<file path="config.mk">
export PLATFORM = sky130hd
export DESIGN_NAME = mf3_ctrl
export DESIGN_NICKNAME = d
export VERILOG_FILES = /design/src/rtl/core/mf3_pkg.sv /design/src/rtl/core/mf3_ctrl.sv
export SDC_FILE = /design/constraint.sdc
export NUM_CORES = 1
export LEC_CHECK = 0
export BUFFER_PORTS_ARGS = -buffer_cell sky130_fd_sc_hd__buf_2
export CAP_MARGIN = 25
export CORE_MARGIN = 2
export CORE_UTILIZATION = 55
export CTS_BUF_LIST = sky130_fd_sc_hd__clkbuf_4
export DETAILED_ROUTE_END_ITERATION = 16
export PLACE_DENSITY = 0.87
export SLEW_MARGIN = 0
export SYNTH_ARGS = -nofsm -noshare
export SYNTH_HDL_FRONTEND = slang
export SYNTH_SLANG_ARGS = --single-unit
</file>
<file path="constraint.sdc">
create_clock -name clk_i -period 2.5 [get_ports clk_i]
set_input_delay 0.5 -clock clk_i [delete_from_list [all_inputs] [get_ports clk_i]]
set_output_delay 0.5 -clock clk_i [all_outputs]
set_load 0.1 [all_outputs]
</file>
<file path="src/rtl/core/mf3_pkg.sv">
// Shared types, constants and helpers of the 3x3 maximum filter.
// No dependencies; every other file of the filter refers to it by scoped names.
package mf3_pkg;

  localparam int CHAN_W  = 8;
  localparam int CHANS   = 3;
  localparam int PIX_W   = CHAN_W * CHANS;
  localparam int TAPS    = 9;
  localparam int CENTER  = 4;

  // configuration port
  localparam int CFG_IDX_W  = 2;
  localparam int CFG_DATA_W = 13;
  localparam int WIDTH_W    = 11;
  localparam int HEIGHT_W   = 13;

  localparam logic [CFG_IDX_W-1:0] CFG_FRAME_WIDTH   = 2'd0;
  localparam logic [CFG_IDX_W-1:0] CFG_FRAME_HEIGHT  = 2'd1;
  localparam logic [CFG_IDX_W-1:0] CFG_THREE_CHANNEL = 2'd2;

  localparam logic [WIDTH_W-1:0]  WIDTH_RESET  = 11'd640;
  localparam logic [HEIGHT_W-1:0] HEIGHT_RESET = 13'd480;

  typedef logic [PIX_W-1:0]  pix_t;
  typedef logic [CHAN_W-1:0] chan_t;

  // per-item position flags, decided when the item enters
  typedef struct packed {
    logic emit;    // item completes the neighborhood of an output pixel
    logic border;  // that output pixel lies on the frame border
    logic last;    // that output pixel is the last of the frame
  } flags_t;

  function automatic chan_t max9(input logic [TAPS-1:0][CHAN_W-1:0] v);
    chan_t m;
    m = v[0];
    for (int i = 1; i < TAPS; i++) begin
      if (v[i] > m) m = v[i];
    end
    return m;
  endfunction

endpackage

</file>
<file path="src/rtl/core/mf3_ctrl.sv">
// Configuration registers and raster position counters of the 3x3 maximum filter.
// Depends on mf3_pkg for register codes, reset values and the flag struct.
module mf3_ctrl #(
  parameter int MAX_WIDTH  = 1024,
  parameter int MAX_HEIGHT = 4096,
  localparam int CW = $clog2(MAX_WIDTH),
  localparam int RW = $clog2(MAX_HEIGHT + 2)
) (
  input  logic                            clk_i,
  input  logic                            rst_ni,
  input  logic                            cfg_valid_i,
  input  logic [mf3_pkg::CFG_IDX_W-1:0]   cfg_index_i,
  input  logic [mf3_pkg::CFG_DATA_W-1:0]  cfg_data_i,
  input  logic                            accept_i,
  input  logic                            drain_i,
  output logic                            take_o,
  output logic                            in_frame_o,
  output logic [CW-1:0]                   col_o,
  output mf3_pkg::flags_t                 flags_o,
  output logic                            three_channel_o
);

  function automatic logic [CW-1:0] width_last(input logic [mf3_pkg::WIDTH_W-1:0] v);
    int unsigned val;
    val = v;
    if (val < 3) val = 3;
    if (val > MAX_WIDTH) val = MAX_WIDTH;
    return CW'(val - 1);
  endfunction

  function automatic logic [RW-1:0] height_clamp(input logic [mf3_pkg::HEIGHT_W-1:0] v);
    int unsigned val;
    val = v;
    if (val < 3) val = 3;
    if (val > MAX_HEIGHT) val = MAX_HEIGHT;
    return RW'(val);
  endfunction

  logic [CW-1:0] w_last_q;
  logic [RW-1:0] h_q;
  logic          three_q;
  logic [CW-1:0] col_q, col_d;
  logic [RW-1:0] row_q, row_d;
  logic          cfg_hit;
  logic          col0, col1;

  always_comb begin
    case (cfg_index_i)
      mf3_pkg::CFG_FRAME_WIDTH,
      mf3_pkg::CFG_FRAME_HEIGHT,
      mf3_pkg::CFG_THREE_CHANNEL: cfg_hit = cfg_valid_i;
      default:                    cfg_hit = 1'b0;
    endcase
  end

  always_ff @(posedge clk_i or negedge rst_ni) begin
    if (!rst_ni) begin
      w_last_q <= width_last(mf3_pkg::WIDTH_RESET);
      h_q      <= height_clamp(mf3_pkg::HEIGHT_RESET);
      three_q  <= 1'b0;
    end else if (cfg_valid_i) begin
      case (cfg_index_i)
        mf3_pkg::CFG_FRAME_WIDTH:   w_last_q <= width_last(cfg_data_i[mf3_pkg::WIDTH_W-1:0]);
        mf3_pkg::CFG_FRAME_HEIGHT:  h_q      <= height_clamp(cfg_data_i);
        mf3_pkg::CFG_THREE_CHANNEL: three_q  <= cfg_data_i[0];
        default: ;
      endcase
    end
  end

  assign col0       = (col_q == '0);
  assign col1       = (col_q == CW'(1));
  assign in_frame_o = (row_q < h_q);
  // drop drain beats that arrive before the frame is complete
  assign take_o     = accept_i && !(drain_i && in_frame_o);

  assign flags_o.emit   = (row_q >= RW'(2)) || ((row_q == RW'(1)) && !col0);
  assign flags_o.border = col0 || col1 || (row_q == RW'(1)) || (row_q == h_q);
  assign flags_o.last   = col0 && (row_q == RW'(h_q + RW'(1)));

  always_comb begin
    col_d = col_q;
    row_d = row_q;
    if (cfg_hit) begin
      col_d = '0;
      row_d = '0;
    end else if (take_o) begin
      if (flags_o.last) begin
        col_d = '0;
        row_d = '0;
      end else if (col_q == w_last_q) begin
        col_d = '0;
        row_d = RW'(row_q + RW'(1));
      end else begin
        col_d = CW'(col_q + CW'(1));
      end
    end
  end

  always_ff @(posedge clk_i or negedge rst_ni) begin
    if (!rst_ni) begin
      col_q <= '0;
      row_q <= '0;
    end else begin
      col_q <= col_d;
      row_q <= row_d;
    end
  end

  assign col_o           = col_q;
  assign three_channel_o = three_q;

  // column never passes the row end
  assert property (@(posedge clk_i) disable iff (!rst_ni) col_q <= w_last_q)
    else $error("column counter beyond row end");

  // row never passes the second flush row
  assert property (@(posedge clk_i) disable iff (!rst_ni) row_q <= RW'(h_q + RW'(1)))
    else $error("row counter beyond flush rows");

  // the last pixel of a frame restarts the position
  assert property (@(posedge clk_i) disable iff (!rst_ni)
    take_o && flags_o.last |=> (col_q == '0) && (row_q == '0))
    else $error("frame did not restart after its last pixel");

endmodule

</file>
==> flow_metrics.tcl <==
set metrics [dict create \
    dr.first_iter.drc_count 753 \
    tightest_slew_ns 0.613 \
    syn_nets 431 \
    p_leak_uw 0.00230 \
    synth_edf_count 0 \
    die-area_um2 6860 \
    critPathTopFamily "compound AO/OA/AOI/OAI gates" \
    die_h_um 82.9 \
    ys_seq_area_share_pct 34.8 \
    grt.total_usage_pct 37.4 \
    multi_input_area_um2 2550 \
    ioPinCount 36 \
    ff2ff_setup_slack_ns -0.57 \
    drc 0 \
    diodes 0 \
    status "finished with violations" \
    clock_skew_ns 0.0147 \
    setup-tns-final_ns -12.14 \
    grt-ovfl-total 0 \
    arrival_ns 2.78 \
    synthTopCellsByCount "dfrtp_1 (35), nand2_1 (33), inv_1 (27)" \
    grt_pass1_wl_um 20700 \
    rr_startpoint "h_q[5]" \
    slew_viol_final 0 \
    async_flop_share_pct 100 \
    yosys.cell_count.top_type "dfrtp_1" \
    cp_num_cells 9 \
    hp-class "in2async" \
    port_buffers 35 \
    first_pass_iters 6 \
    drv_cap 0 \
    cts_buffer_depth 2 \
    syn_inst 390 \
    yosys.area.top_type "dfrtp_1" \
    path_class "reg2out" \
    critPathSlowestCell "dfstp_2" \
    yosys_warnings 0 \
    cp_max_fo 3 \
    worstSetupStartpointType "register" \
    ys.flop_type "dfrtp_1" \
    synth.top_cells.by_area "dfrtp_1 (26%), dfstp_2 (9.2%), ha_1 (7.7%), xor2_1 (6.4%), nand2_1 (3.6%)" \
    power-per-cell-area_nw_per_um2 652 \
    synth_top_area_share_pct 25.6 \
    clk_latency_ns 0.40 \
    dpl_cell_area_um2 4360 \
    cts_made_buffers 5 \
    ant_nets 0 \
    drive_above_1_share_pct 49.0 \
    synth_cell_type_count 54 \
    syn-cell-area_um2 3420 \
    clk_pin_slew_worst_paths_ns 0.16 \
    ctsHoldBuffers 0 \
    r2r_end "row_q[5]" \
    cp.required_ns 2.00 \
    finalInstanceArea_um2 5090 \
    nFillCells 260 \
    coreArea_um2 5960 \
    worstRegToRegCells 13 \
    initial_core_util_pct 57.4 \
    grt_start_max_net_pins 25 \
    max_stage_delay_ns 0.60 \
    cts_root_buffer "clkbuf_4" \
    cts_sinks 47 \
    clock.fmax_mhz 305 \
    final_util_pct 85.5 \
    hold_viol 0 \
    crit_buf_inv 4 \
    nets 560 \
    crit_end "flags_o[0]" \
    antenna_found_initial 0 \
    endpoint_kind "output pin" \
    grt_setup_unrepaired "true" \
    fin_crit_sh_pct 131 \
    finalSetupViolCount 29 \
    wl_per_cell_um 26.3 \
    grt_pass1_vias 3948 \
    cp_cell_sequence "buf_6 -> buf_4 -> nand3_4 -> nor4_2 -> nor3_1 -> o32a_1 -> a2111oi_4 -> buf_4 -> buf_12" \
    dp_hpwl_um 7710 \
    avgViaCountPerCell 7.26 \
    area_growth_pct 48.9 \
    regArea_um2 1210 \
    cts_tree "built" \
    yosys_register_bits 47 \
    fin_crit_ns 3.28 \
    setup.worst_path.start "h_q[5]" \
    gp_congestion 0.930 \
    violations "negative setup slack" \
    dr_total_vias 4319 \
    htreeDepth 2 \
    die_w_um 82.9 \
    row_count 28 \
    holdWs_ns 0.0873 \
    routed_wl_um 15700 \
    max-vdd-ir-drop_mv 0.654 \
    path_common_cell "buf_4" \
    layout_setup_ws_ns -0.778 \
    syn_area_per_cell_um2 8.77 \
    slew_headroom_pct 59.1 \
]
==> per-layer routing <==
layer | routed length (um) | track usage (%)
met5 | 0 | 0
met4 | 1590 | 21.5
met3 | 1910 | 6.96
met2 | 6960 | 62.5
met1 | 5210 | 45.2
==> worst min-delay path by stage <==
stage | startpoint | cells after the start | end | slack [ns]
final | rst_ni | 1 | row_q[1] | 0.09
after global routing | rst_ni | 1 | row_q[1] | 0.13
after CTS | rst_ni | 1 | row_q[0] | 0.11
after detailed placement | w_last_q[2] | 2 | w_last_q[2] | 0.49
after global placement | three_channel_o | 1 | three_channel_o | 0.48
after floorplan | rst_ni | 0 | col_o[0] | 0.20
==> area by class of cell <==
type	count	area share, %
inverter	27	2.16
multi-input combinational	302	50.0
tap	75	1.84
timing repair buffer	136	21.0
clock buffer	5	0.737
sequential	47	23.7
clock inverter	3	0.442
==> flip-flops by register name, summed over array words and instances (netlist names) <==
signal and count:
h_q 13, row_q 13, col_o 10, w_last_q 10, three_channel_o 1
==> cells in the final DEF, fill, tap and decap left out, types with 11 or more instances in the layout <==
master / netlist / routed
buf_2: 5 / 30
buf_4: 1 / 90
dfrtp_1: 35 / 23
dfrtp_2: 0 / 11
dfstp_2: 12 / 12
ha_1: 21 / 12
inv_1: 27 / 22
nand2_1: 33 / 27
nand3_1: 22 / 14
nand4_1: 12 / 12
nor2_1: 25 / 18
o21ai_0: 23 / 18
xnor2_1: 12 / 12
xor2_1: 25 / 25
==> logic make-up (layout without fill, tap and decap cells) <==
family	Yosys count	count (layout)	share of synthesized area, %
AO/OA/AOI/OAI	88	89	18.1
XOR/XNOR	37	37	9.48
adder cells (fa/ha/maj)	21	21	7.68
buffers and inverters	42	171	5.12
flip-flops	47	47	34.8
multiplexers	5	5	1.57
AND/OR/NAND/NOR	150	150	23.2
==> per-stage QoR <==
step                total power, uW  setup slack, ns  std cells
floorplan                      1900            -1.12        390
global placement               2350           -0.250        564
detailed placement             2420           -0.332        564
CTS                            2990           -0.654        587
global route                   3410           -0.967        595
finish                         3320           -0.778        595
==> power by group <==
part | leakage (uW) | total (uW) | switching [uW] | internal, uW
sequential | 0.000572 | 1010 | 110 | 897
combinational | 0.00169 | 1900 | 1170 | 738
clock | 0.0000356 | 410 | 295 | 114
total | 0.00230 | 3320 | 1570 | 1750
==> what timing repair did <==
| action | 4_1_cts | 5_1_grt |
|---|---|---|
| setup endpoints to repair | 28 | 32 |
| setup buffers | 15 | 10 |
| resized for setup | 74 | 26 |
| gates cloned | 1 | 0 |
| pin swaps | 39 | 14 |
Power figures use the tool's default switching activity.
