===== src/rtl/core/mf3_pkg.sv =====
// Shared types, constants and helpers of the 3x3 maximum filter.
// No dependencies; every other file of the filter refers to it by scoped names.
package mf3_pkg;

  localparam int CHAN_W  = 8;
  localparam int CHANS   = 3;
  localparam int PIX_W   = CHAN_W * CHANS;
  localparam int TAPS    = 9;
  localparam int CENTER  = 4;

  // configuration port
  localparam int CFG_IDX_W  = 2;
  localparam int CFG_DATA_W = 13;
  localparam int WIDTH_W    = 11;
  localparam int HEIGHT_W   = 13;

  localparam logic [CFG_IDX_W-1:0] CFG_FRAME_WIDTH   = 2'd0;
  localparam logic [CFG_IDX_W-1:0] CFG_FRAME_HEIGHT  = 2'd1;
  localparam logic [CFG_IDX_W-1:0] CFG_THREE_CHANNEL = 2'd2;

  localparam logic [WIDTH_W-1:0]  WIDTH_RESET  = 11'd640;
  localparam logic [HEIGHT_W-1:0] HEIGHT_RESET = 13'd480;

  typedef logic [PIX_W-1:0]  pix_t;
  typedef logic [CHAN_W-1:0] chan_t;

  // per-item position flags, decided when the item enters
  typedef struct packed {
    logic emit;    // item completes the neighborhood of an output pixel
    logic border;  // that output pixel lies on the frame border
    logic last;    // that output pixel is the last of the frame
  } flags_t;

  function automatic chan_t max9(input logic [TAPS-1:0][CHAN_W-1:0] v);
    chan_t m;
    m = v[0];
    for (int i = 1; i < TAPS; i++) begin
      if (v[i] > m) m = v[i];
    end
    return m;
  endfunction

endpackage


===== src/rtl/core/mf3_window.sv =====
// 3x3 window registers, per-channel maximum, border bypass and result register.
// Depends on mf3_pkg for the pixel type, the flag struct and the max9 helper.
module mf3_window (
  input  logic                   clk_i,
  input  logic                   rst_ni,
  input  logic                   en_i,
  input  logic                   valid_i,
  input  mf3_pkg::flags_t        flags_i,
  input  mf3_pkg::pix_t          top_i,
  input  mf3_pkg::pix_t          mid_i,
  input  mf3_pkg::pix_t          pix_i,
  input  logic                   three_channel_i,
  output logic                   out_valid_o,
  output mf3_pkg::chan_t         out0_o,
  output mf3_pkg::chan_t         out1_o,
  output mf3_pkg::chan_t         out2_o,
  output logic                   frame_end_o
);

  mf3_pkg::pix_t   win_q [mf3_pkg::TAPS];
  logic            s2_valid_q;
  mf3_pkg::flags_t s2_flags_q;
  logic            out_valid_q;
  mf3_pkg::pix_t   res_q;
  logic            frame_end_q;
  mf3_pkg::pix_t   max_pix;
  mf3_pkg::pix_t   res;

  always_comb begin
    logic [mf3_pkg::TAPS-1:0][mf3_pkg::CHAN_W-1:0] taps;
    for (int c = 0; c < mf3_pkg::CHANS; c++) begin
      for (int t = 0; t < mf3_pkg::TAPS; t++) begin
        taps[t] = win_q[t][c*mf3_pkg::CHAN_W +: mf3_pkg::CHAN_W];
      end
      max_pix[c*mf3_pkg::CHAN_W +: mf3_pkg::CHAN_W] = mf3_pkg::max9(taps);
    end
  end

  always_comb begin
    res = s2_flags_q.border ? win_q[mf3_pkg::CENTER] : max_pix;
    if (!three_channel_i) begin
      res[mf3_pkg::PIX_W-1:mf3_pkg::CHAN_W] = '0;
    end
  end

  // shift the window one column left, newest column enters on the right
  always_ff @(posedge clk_i) begin
    if (en_i && valid_i) begin
      for (int r = 0; r < 3; r++) begin
        win_q[r*3]     <= win_q[r*3 + 1];
        win_q[r*3 + 1] <= win_q[r*3 + 2];
      end
      win_q[2] <= top_i;
      win_q[5] <= mid_i;
      win_q[8] <= pix_i;
    end
  end

  always_ff @(posedge clk_i) begin
    if (en_i) begin
      s2_flags_q <= flags_i;
      if (s2_valid_q && s2_flags_q.emit) begin
        res_q       <= res;
        frame_end_q <= s2_flags_q.last;
      end
    end
  end

  always_ff @(posedge clk_i or negedge rst_ni) begin
    if (!rst_ni) begin
      s2_valid_q  <= 1'b0;
      out_valid_q <= 1'b0;
    end else if (en_i) begin
      s2_valid_q  <= valid_i;
      out_valid_q <= s2_valid_q && s2_flags_q.emit;
    end
  end

  assign out_valid_o = out_valid_q;
  assign out0_o      = res_q[0 +: mf3_pkg::CHAN_W];
  assign out1_o      = res_q[mf3_pkg::CHAN_W +: mf3_pkg::CHAN_W];
  assign out2_o      = res_q[2*mf3_pkg::CHAN_W +: mf3_pkg::CHAN_W];
  assign frame_end_o = frame_end_q;

endmodule


===== config.mk =====
export PLATFORM = sky130hd
export DESIGN_NAME = mf3_window
export DESIGN_NICKNAME = d
export VERILOG_FILES = /design/src/rtl/core/mf3_pkg.sv /design/src/rtl/core/mf3_window.sv
export SDC_FILE = /design/constraint.sdc
export NUM_CORES = 1
export LEC_CHECK = 0
export ABC_CLOCK_PERIOD_IN_PS = 12920
export BUFFER_PORTS_ARGS = -buffer_cell sky130_fd_sc_hd__buf_2
export CORE_ASPECT_RATIO = 1.1
export CORE_MARGIN = 2
export CORE_UTILIZATION = 40
export DETAILED_ROUTE_END_ITERATION = 10
export GPL_TIMING_DRIVEN = 0
export MAX_ROUTING_LAYER = met4
export PLACE_DENSITY = 0.58
export SLEW_MARGIN = 20
export SYNTH_ARGS = -nofsm -noshare
export SYNTH_HDL_FRONTEND = slang
export SYNTH_SLANG_ARGS = --single-unit

===== constraint.sdc =====
create_clock -name clk_i -period 12.92 [get_ports clk_i]
set_input_delay 3.876 -clock clk_i [delete_from_list [all_inputs] [get_ports clk_i]]
set_output_delay 3.876 -clock clk_i [all_outputs]
set_load 0.05 [all_outputs]

==> results of run 1 <==
power breakdown:
group | total, mW | switching [mW] | internal [mW]
sequential | 0.975 | 0.0370 | 0.938
clock | 0.815 | 0.332 | 0.483
combinational | 2.88 | 1.40 | 1.48
total | 4.67 | 1.77 | 2.90
cells in the final DEF, fill, tap and decap left out, types with 15 or more instances in the layout:
| cell | count |
|---|---|
| o21ai_2 | 17 |
| nor2_1 | 42 |
| buf_2 | 105 |
| o21ai_0 | 15 |
| clkbuf_16 | 30 |
| clkbuf_1 | 15 |
| mux2i_1 | 18 |
| mux2_2 | 23 |
| edfxtp_1 | 244 |
| nand4_1 | 18 |
| ha_1 | 111 |
| a21oi_2 | 30 |
| nand2b_1 | 18 |
| buf_6 | 18 |
| nand2_1 | 59 |
| nand3b_1 | 17 |
| a21o_1 | 39 |
| nor2b_1 | 15 |
| mux2_4 | 25 |
| a21oi_1 | 41 |
| inv_2 | 18 |
| nand3_1 | 34 |
| inv_1 | 126 |
| mux2i_2 | 17 |
| buf_4 | 179 |
| o21ai_1 | 27 |
| mux2i_4 | 19 |
| ha_4 | 46 |
flip-flops by register name (all words and copies together), names as in the netlist:
register and flops:
win_q 216, s2_flags_q 3, out_valid_o 1, frame_end_o 1
res_q 24, s2_valid_q 1
synthesized netlist by cell type (all sizes together), types with 7 or more instances:
master / instances / area share
a21oi: 83 / 0.028
and2: 11 / 0.0047
o211ai: 9 / 0.0045
nand4: 18 / 0.0075
mux2i: 54 / 0.038
o21ai: 66 / 0.022
ha: 161 / 0.13
edfxtp: 244 / 0.49
a31oi: 13 / 0.0054
nand2: 73 / 0.019
a21o: 39 / 0.019
or2: 7 / 0.0029
nand2b: 20 / 0.0083
inv: 146 / 0.036
nand3: 40 / 0.014
nor2: 64 / 0.016
o221ai: 12 / 0.0074
clkbuf: 16 / 0.0040
o21a: 14 / 0.0070
a211oi: 9 / 0.0053
mux2: 48 / 0.037
nand3b: 17 / 0.0085
nor2b: 19 / 0.0079
nor3: 13 / 0.0043
and3: 9 / 0.0037
logic make-up after synthesis:
family	after synthesis	synth area share
AND/OR/NAND/NOR	309	0.106
multiplexers	102	0.0751
buffers and inverters	165	0.0419
AO/OA/AOI/OAI	317	0.146
flip-flops	246	0.491
adder cells (fa/ha/maj)	165	0.137
XOR/XNOR	7	0.00408
what timing repair did:
action                     4_1_cts  5_1_grt
cloned                           4        0
setup endpoints to repair       24       24
resized for setup              201      166
buffers inserted               149       48
pin swaps                      126      137
per-layer routing:
metal / vias up / part of all wire / global-route usage
met5: - / 0 / -
met4: 0 / 0.036 / 0.0695
met3: 77 / 0.034 / 0.0247
met2: 183 / 0.50 / 0.339
met1: 5519 / 0.42 / 0.234
li1: 5614 / - / -
worst max-delay path, delay by kind of cell, from the launching register on:
family / cells / cell delay, ps
adder cells (fa/ha/maj): 8 / 1800
AO/OA/AOI/OAI: 38 / 5960
multiplexers: 7 / 1730
AND/OR/NAND/NOR: 16 / 1990
buffers and inverters: 13 / 1550
flip-flops: 1 / 440
path summary, 6_finish.rpt:
kind | from | to | slack, ps | cells after the start
min reg2reg | s2_flags_q[0] | frame_end_o | 420 | 0
max | win_q[1][17] | res_q[17] | -830 | 82
max in group asynchronous | rst_ni | out_valid_o | 9750 | 1
min | s2_flags_q[0] | frame_end_o | 420 | 0
min in group asynchronous | rst_ni | s2_valid_q | 3080 | 1
max reg2reg | win_q[1][17] | res_q[17] | -830 | 82
stage by stage:
stage	hold WS (ps)	util
after floorplan	400	-
after global placement	405	0.448
after detailed placement	416	0.450
after CTS	420	0.535
after global routing	442	0.568
final	418	0.568
cell type report:
cell class                 instances  area share
timing repair buffer             309       0.106
clock buffer                      39      0.0376
inverter                         146      0.0262
clock inverter                     9     0.00564
sequential                       246       0.350
multi-input combinational        900       0.436
buffer                            19     0.00938
tap                              494      0.0293
antenna                            1    0.000119
==> results_dict.tcl, run 1 <==
set metrics [dict create \
    vdd_ir_drop_max_mv 0.181 \
    pwr_density_cell_nw_per_um2 222 \
    drcViolationCount 0 \
    yosys_most_used_dff "edfxtp_1" \
    multiInputGateArea_um2 9190 \
    place_inst 1914 \
    start_util 0.405 \
    drive_gt1_frac 0.427 \
    status "finished, violations left" \
    synth_seq_cells 246 \
    violations "negative setup slack" \
    crit_path_max_fanout 7 \
    worstSkewPairLatency_ps 580 \
    cts-root-buf "clkbuf_16" \
    port_buffers 105 \
    slew_headroom 0.308 \
    instances_no_fill 2163 \
    synthDistinctLibCells 85 \
    htreeDepth 1 \
    drt_first_iter_violations 479 \
    placed_cell_area_um2 16700 \
    yosysWarnings 0 \
    cp_slowest_cell "edfxtp_1" \
    finalWirelength_mm 38.6 \
    dr.pass1.iters 4 \
    maxCapViolCount 0 \
    dpl.hpwl_mm 25.3 \
    finalSetupViolations 24 \
    hold_buffers 0 \
    vias_per_cell 5.27 \
    synth_area_per_cell_um2 11.5 \
    max_slew.worst_pin.slew_ps 1040 \
    antenna_found_initial 1 \
    cp_data_arrival_time_ps 14060 \
    cts_buffers 29 \
    pre_cts_ws_ps -2200 \
    startpoint_type "register" \
    postRouteAntennaNets 0 \
    area_delta_synth_final_pct 40.2 \
    cts_buffer_depth 3 \
    overflow 0 \
    grt_max_degree 52 \
    vias 11393 \
    fin_setup_tns_ps -15760 \
    cts_tree "done" \
    final.setup_skew_ps 23.4 \
    finalHoldViolations 0 \
    power_leakage_nw 8.63 \
    period_share 1.06 \
    netlist_area_um2 15000 \
    path_clk_slew_ps 60 \
    required_ps 13230 \
    track_usage 0.196 \
    hold_path_class "register to register" \
    p_total_mw 4.67 \
    stdcell_area_um2 21100 \
    wire_per_inst_um 17.9 \
    finalWeightedCongestion 0.865 \
    critPathKind "register to register" \
    min_period_ps 13750 \
    grt_pass1_wl_mm 60.3 \
    rsz0062_at_grt "yes" \
    seqCellArea_um2 7380 \
    fin_nets 1892 \
    die_area_um2 39200 \
    setup_slack_ps -831 \
    syn_nets 1552 \
    max_stage_delay_ps 440 \
    cts.sinks 246 \
    max_freq_mhz 72.7 \
    async_flop_share 0.00813 \
    die_h_um 207 \
    drv_slew 0 \
    coreArea_um2 37100 \
    grt_pass1_vias 11924 \
    die_w_um 189 \
    synth_edf_count 244 \
    crit_path_end_kind "register" \
    synthCells 1311 \
    synth-seq-area-share 0.491 \
    io_pins 106 \
    fillers 3039 \
    num_rows 74 \
]
Power figures use the tool's default switching activity.
==> run 2, diff against run 1 <==
GPL_TIMING_DRIVEN = unset   (was 0)
==> run 2 against run 1 <==
  * The run still ends with negative setup slack left
  * Worst hold slack better by 17 ps
  * Power up 7.3%
  * Critical path depth down 9
  * Register-to-register slack better by 140 ps
  * Sequential power about the same
  * Flip-flop and latch count unchanged
==> results_dict.tcl, run 2 (synthesis results as in run 1) <==
set metrics [dict create \
    status "finished, violations left" \
    violations "negative setup slack" \
    p_sw_mw 1.85 \
    vdd_ir_drop_max_mv 0.152 \
    max_slew.worst_pin.slew_ps 1040 \
    fillers 2956 \
    power_frac_comb 0.647 \
    coreArea_um2 37100 \
    cts_buffer_depth 3 \
    htreeDepth 1 \
    wire_per_inst_um 17.1 \
    overflow 0 \
    finalHoldViolations 0 \
    track_usage 0.204 \
    vias_per_cell 5.18 \
    cp_slowest_cell "or4_1" \
    die_h_um 207 \
    area_delta_synth_final_pct 48.6 \
    min_period_ps 13610 \
    largest_register_ff_count 216 \
    drv_slew 0 \
    maxCapViolCount 0 \
    top_regs "win_q x216, res_q x24, s2_flags_q x3" \
    cp_data_arrival_time_ps 14030 \
    dr.pass1.iters 5 \
    pwr_density_cell_nw_per_um2 224 \
    grt_pass1_vias 12640 \
    grt_pass1_wl_mm 63.0 \
    seqCellArea_um2 7380 \
    fin_nets 2072 \
    final_cell_mix "buf_4 (362), edfxtp_1 (244), inv_1 (122)" \
    finalWeightedCongestion 0.872 \
    multiInputGateArea_um2 9190 \
    crit_family "compound AO/OA/AOI/OAI gates" \
    num_rows 74 \
    final_common_cell "buf_4" \
    slew_headroom 0.306 \
    p_sw_frac 0.368 \
    die_area_um2 39200 \
    cts_buffers 29 \
    start_util 0.405 \
    period_share 1.05 \
    path_buf_inv 6 \
    worst_path_most_repeated_cell "a21oi_2" \
    cts_tree "done" \
    worstSkewPairLatency_ps 570 \
    antenna_found_initial 0 \
    startpoint_type "register" \
    n_antenna_cell 0 \
    die_w_um 189 \
    p_total_mw 5.02 \
    final_core_util 0.602 \
    hold_path_class "register to register" \
    path_clk_slew_ps 60 \
    postRouteAntennaNets 0 \
    crit_path_max_fanout 6 \
    hold_buffers 0 \
    power.internal_mw 3.17 \
    power_leakage_nw 9.45 \
    dpl.hpwl_mm 26.9 \
    drcViolationCount 0 \
    required_ps 13330 \
    finalSetupViolations 24 \
    io_pins 106 \
    drive_gt1_frac 0.496 \
    vias 12168 \
    max_stage_delay_ps 410 \
    setup_slack_ps -692 \
    cts-root-buf "clkbuf_16" \
    finalWirelength_mm 40.2 \
    port_buffers 105 \
    grt_max_degree 81 \
    clkPwrFrac 0.159 \
    seqPwrFrac 0.194 \
    cts.sinks 246 \
    drt_first_iter_violations 595 \
    final.setup_skew_ps 20.7 \
    critPathKind "register to register" \
    rsz0062_at_grt "yes" \
    max_freq_mhz 73.5 \
    crit_path_end_kind "register" \
    top_register "win_q" \
]
## run 2: changes by cell type in the layout (fill, tap and decap cells not counted), sizes merged
cell      previous run  this run
buf                316       505
clkbuf              51        39
clkinv               6        11
a21oi               83        84
bufinv               3         2
clkinvlp             0         1
diode                1         0
nand2               73        74
o21ai               66        67
## run 2: timing repair
item | in CTS | in global routing
setup buffers | 100 | 46
hold endpoints to repair | 0 | 0
endpoints found under the setup margin | 24 | 24
gates cloned | 4 | 0
pin swaps | 98 | 145
gates resized for setup | 179 | 191
## run 2: path summary, 6_finish.rpt
check | slack (ps) | cells past startpoint | end | start
worst max-delay path | -690 | 73 | res_q[10] | win_q[0][9]
min in group asynchronous | 3080 | 1 | s2_valid_q | rst_ni
worst max register to register | -690 | 73 | res_q[10] | win_q[0][9]
max in group asynchronous | 9740 | 1 | out_valid_o | rst_ni
worst min register to register | 430 | 0 | frame_end_o | s2_flags_q[0]
worst min-delay path | 430 | 0 | frame_end_o | s2_flags_q[0]
## run 2: area by class of cell
cell class,instances,share of cell area
repair buffers,505,0.165
multi-input cells,903,0.411
inverters,146,0.0250
well taps,494,0.0277
flip-flops and latches,246,0.330
clock buffers,39,0.0355
clock inverters,14,0.00521
## run 2: metrics by stage
step / area, µm² / setup slack (ps) / hold slack [ps] / setup TNS [ps] / std cells
global route: 22300 / -1450 / 441 / -28180 / 2347
finish: 22300 / -692 / 435 / -10780 / 2347
CTS: 21100 / -581 / 436 / -7440 / 2308
floorplan: 15500 / -101 / 400 / -281 / 1311
global placement: 18500 / -1000 / 404 / -14090 / 2151
detailed placement: 18500 / -1180 / 413 / -21020 / 2151
## run 2: metal layers
metal  global-route usage  wire [µm]
met1                0.245      17200
met2                0.354      20400
met3               0.0276       1460
met4               0.0638       1200
met5                    -          0
## run 2: power groups by stage
| stage | logic [mW] | clock network, mW | registers (mW) |
|---|---|---|---|
| after floorplan | 1.34 | 0 | 1.00 |
| final | 3.25 | 0.796 | 0.975 |
| after CTS | 2.79 | 0.818 | 0.973 |
| after global placement | 2.15 | 0 | 0.987 |
| after detailed placement | 2.19 | 0 | 0.986 |
| after global routing | 3.51 | 0.846 | 0.979 |
## run 2: worst register-to-register path, delay by kind of cell, from the launching register on
family,cells,cell delay (ps)
AO/OA/AOI/OAI,32,5500
AND/OR/NAND/NOR,19,2740
multiplexers,8,2130
adder cells (fa/ha/maj),8,2120
buffers and inverters,6,610
flip-flops,1,360
==> run 3, diff against run 2 <==
CELL_PAD_IN_SITES_DETAIL_PLACEMENT = 0   (was unset)
CELL_PAD_IN_SITES_GLOBAL_PLACEMENT = 1   (was unset)
PLACE_DENSITY = 0.69   (was 0.58)
==> run 3 against run 2 <==
  * The run still ends with negative setup slack left
  * Via count shrank 0.16%
  * Worst setup slack improved by 110 ps
  * Combinational power shrank 2%
  * Flip-flop and latch count did not move
  * Routed wire length fell by 0.82%
  * First-iteration DRC count shrank 15%
  * Critical path depth up 1
  * Worst hold slack worse by 9.0 ps
  * Sequential power is essentially flat
  * Final cell count barely moved
  * Register-to-register slack improved by 110 ps
  * Power grew 0.83%
  * Critical endpoint unchanged
==> results_dict.tcl, run 3 (synthesis results as in run 1) <==
set metrics [dict create \
    status "finished, violations left" \
    violations "negative setup slack" \
    dpl.hpwl_mm 27.3 \
    finalWeightedCongestion 0.868 \
    max_stage_delay_ps 420 \
    start_util 0.405 \
    startpoint_type "register" \
    worstSkewPairLatency_ps 570 \
    grt_pass1_wl_mm 62.9 \
    cts.sinks 246 \
    vdd_ir_drop_max_mv 0.152 \
    drv_slew 0 \
    coreArea_um2 37100 \
    crit_path_max_fanout 7 \
    period_share 1.05 \
    pwr_density_cell_nw_per_um2 226 \
    min_period_ps 13500 \
    fin_nets 2071 \
    top_register "win_q" \
    max_freq_mhz 74.1 \
    drt_first_iter_violations 507 \
    cts_tree "done" \
    final_common_cell "buf_4" \
    final_cell_mix "buf_4 (364), edfxtp_1 (244), inv_1 (129)" \
    instances_no_fill 2349 \
    drcViolationCount 0 \
    required_ps 13350 \
    maxCapViolCount 0 \
    pre_cts_ws_ps -1190 \
    num_rows 74 \
    slew_headroom 0.244 \
    port_buffers 105 \
    place_inst 2165 \
    fin_setup_tns_ps -8460 \
    grt_pass1_vias 12623 \
    antenna_found_initial 2 \
    vias_per_cell 5.17 \
    p_total_mw 5.06 \
    hold_path_class "register to register" \
    max_slew.worst_pin.slew_ps 1130 \
    cts-root-buf "clkbuf_16" \
    final.setup_skew_ps 11.2 \
    path_clk_slew_ps 60 \
    finalWirelength_mm 39.9 \
    vias 12148 \
    rsz0062_at_grt "yes" \
    critPathKind "register to register" \
    cp_slowest_cell "or4_4" \
    cts_buffers 29 \
    die_w_um 189 \
    finalSetupViolations 24 \
    dr.pass1.iters 4 \
    io_pins 106 \
    postRouteAntennaNets 0 \
    wire_per_inst_um 17.0 \
    cp_data_arrival_time_ps 13930 \
    overflow 0 \
    top_regs "win_q x216, res_q x24, s2_flags_q x3" \
    drive_gt1_frac 0.491 \
    die_h_um 207 \
    hold_buffers 0 \
    area_delta_synth_final_pct 48.9 \
    track_usage 0.203 \
    die_area_um2 39200 \
    stdcell_area_um2 22400 \
    cts_buffer_depth 3 \
    power_leakage_nw 9.49 \
    largest_register_ff_count 216 \
    fillers 3012 \
    grt_max_degree 79 \
    finalHoldViolations 0 \
    setup_slack_ps -582 \
    htreeDepth 1 \
    crit_path_end_kind "register" \
    placed_cell_area_um2 18600 \
]
## run 3: cell count changes in the layout (fill, tap and decap cells not counted), sizes merged
cell and delta:
a21oi -1, buf -1, clkinv -3, inv +1, clkbuf -2, nand2 +1
diode +2, bufinv +5
## run 3: worst paths after layout
| check | depth (start not counted) | endpoint | slack [ps] | start |
|---|---|---|---|---|
| min | 0 | frame_end_o | 430 | s2_flags_q[0] |
| max | 74 | res_q[10] | -580 | win_q[0][9] |
| min in group asynchronous | 1 | out_valid_o | 3080 | rst_ni |
| max reg2reg | 74 | res_q[10] | -580 | win_q[0][9] |
| min reg2reg | 0 | frame_end_o | 430 | s2_flags_q[0] |
| max in group asynchronous | 1 | s2_valid_q | 9740 | rst_ni |
## run 3: critical path: cells and delay by family, from the launching register on
| family | cells | cell delay [ps] |
|---|---|---|
| adder cells (fa/ha/maj) | 9 | 2300 |
| AND/OR/NAND/NOR | 19 | 2540 |
| buffers and inverters | 7 | 820 |
| AO/OA/AOI/OAI | 31 | 5320 |
| flip-flops | 1 | 400 |
| multiplexers | 8 | 1970 |
## run 3: power breakdown
part | internal (mW) | switching (mW) | total [mW]
Clock | 0.558 | 0.343 | 0.901
Combinational | 1.74 | 1.44 | 3.18
Sequential | 0.938 | 0.0359 | 0.974
Total | 3.23 | 1.82 | 5.06
## run 3: repair_timing
action	CTS	global route
endpoints found under the setup margin	24	24
resized for setup	196	151
cloned	4	0
hold endpoints to repair	0	0
setup buffers	91	36
pin swaps	110	69
## run 3: per-stage QoR
| stage | utilization | hold WS (ps) |
|---|---|---|
| final | 0.603 | 426 |
| after global routing | 0.603 | 437 |
| after CTS | 0.573 | 431 |
| after detailed placement | 0.500 | 426 |
| after floorplan | - | 400 |
| after global placement | 0.500 | 406 |
## run 3: final cells by class
type / count / area, µm² / share of cell area
multi-input combinational: 903 / 9110 / 0.407
sequential: 246 / 7380 / 0.330
timing repair buffer: 504 / 3700 / 0.165
clock inverter: 17 / 269 / 0.0120
clock buffer: 37 / 766 / 0.0342
antenna: 2 / 5.00 / 0.000224
inverter: 146 / 548 / 0.0245
tap: 494 / 618 / 0.0276
## run 3: routing by layer
layer | track usage | share of wire | vias to the layer above
met5 | - | 0 | -
met4 | 0.0722 | 0.032 | 0
met3 | 0.0286 | 0.037 | 83
met2 | 0.365 | 0.52 | 210
met1 | 0.230 | 0.41 | 5867
li1 | - | - | 5988
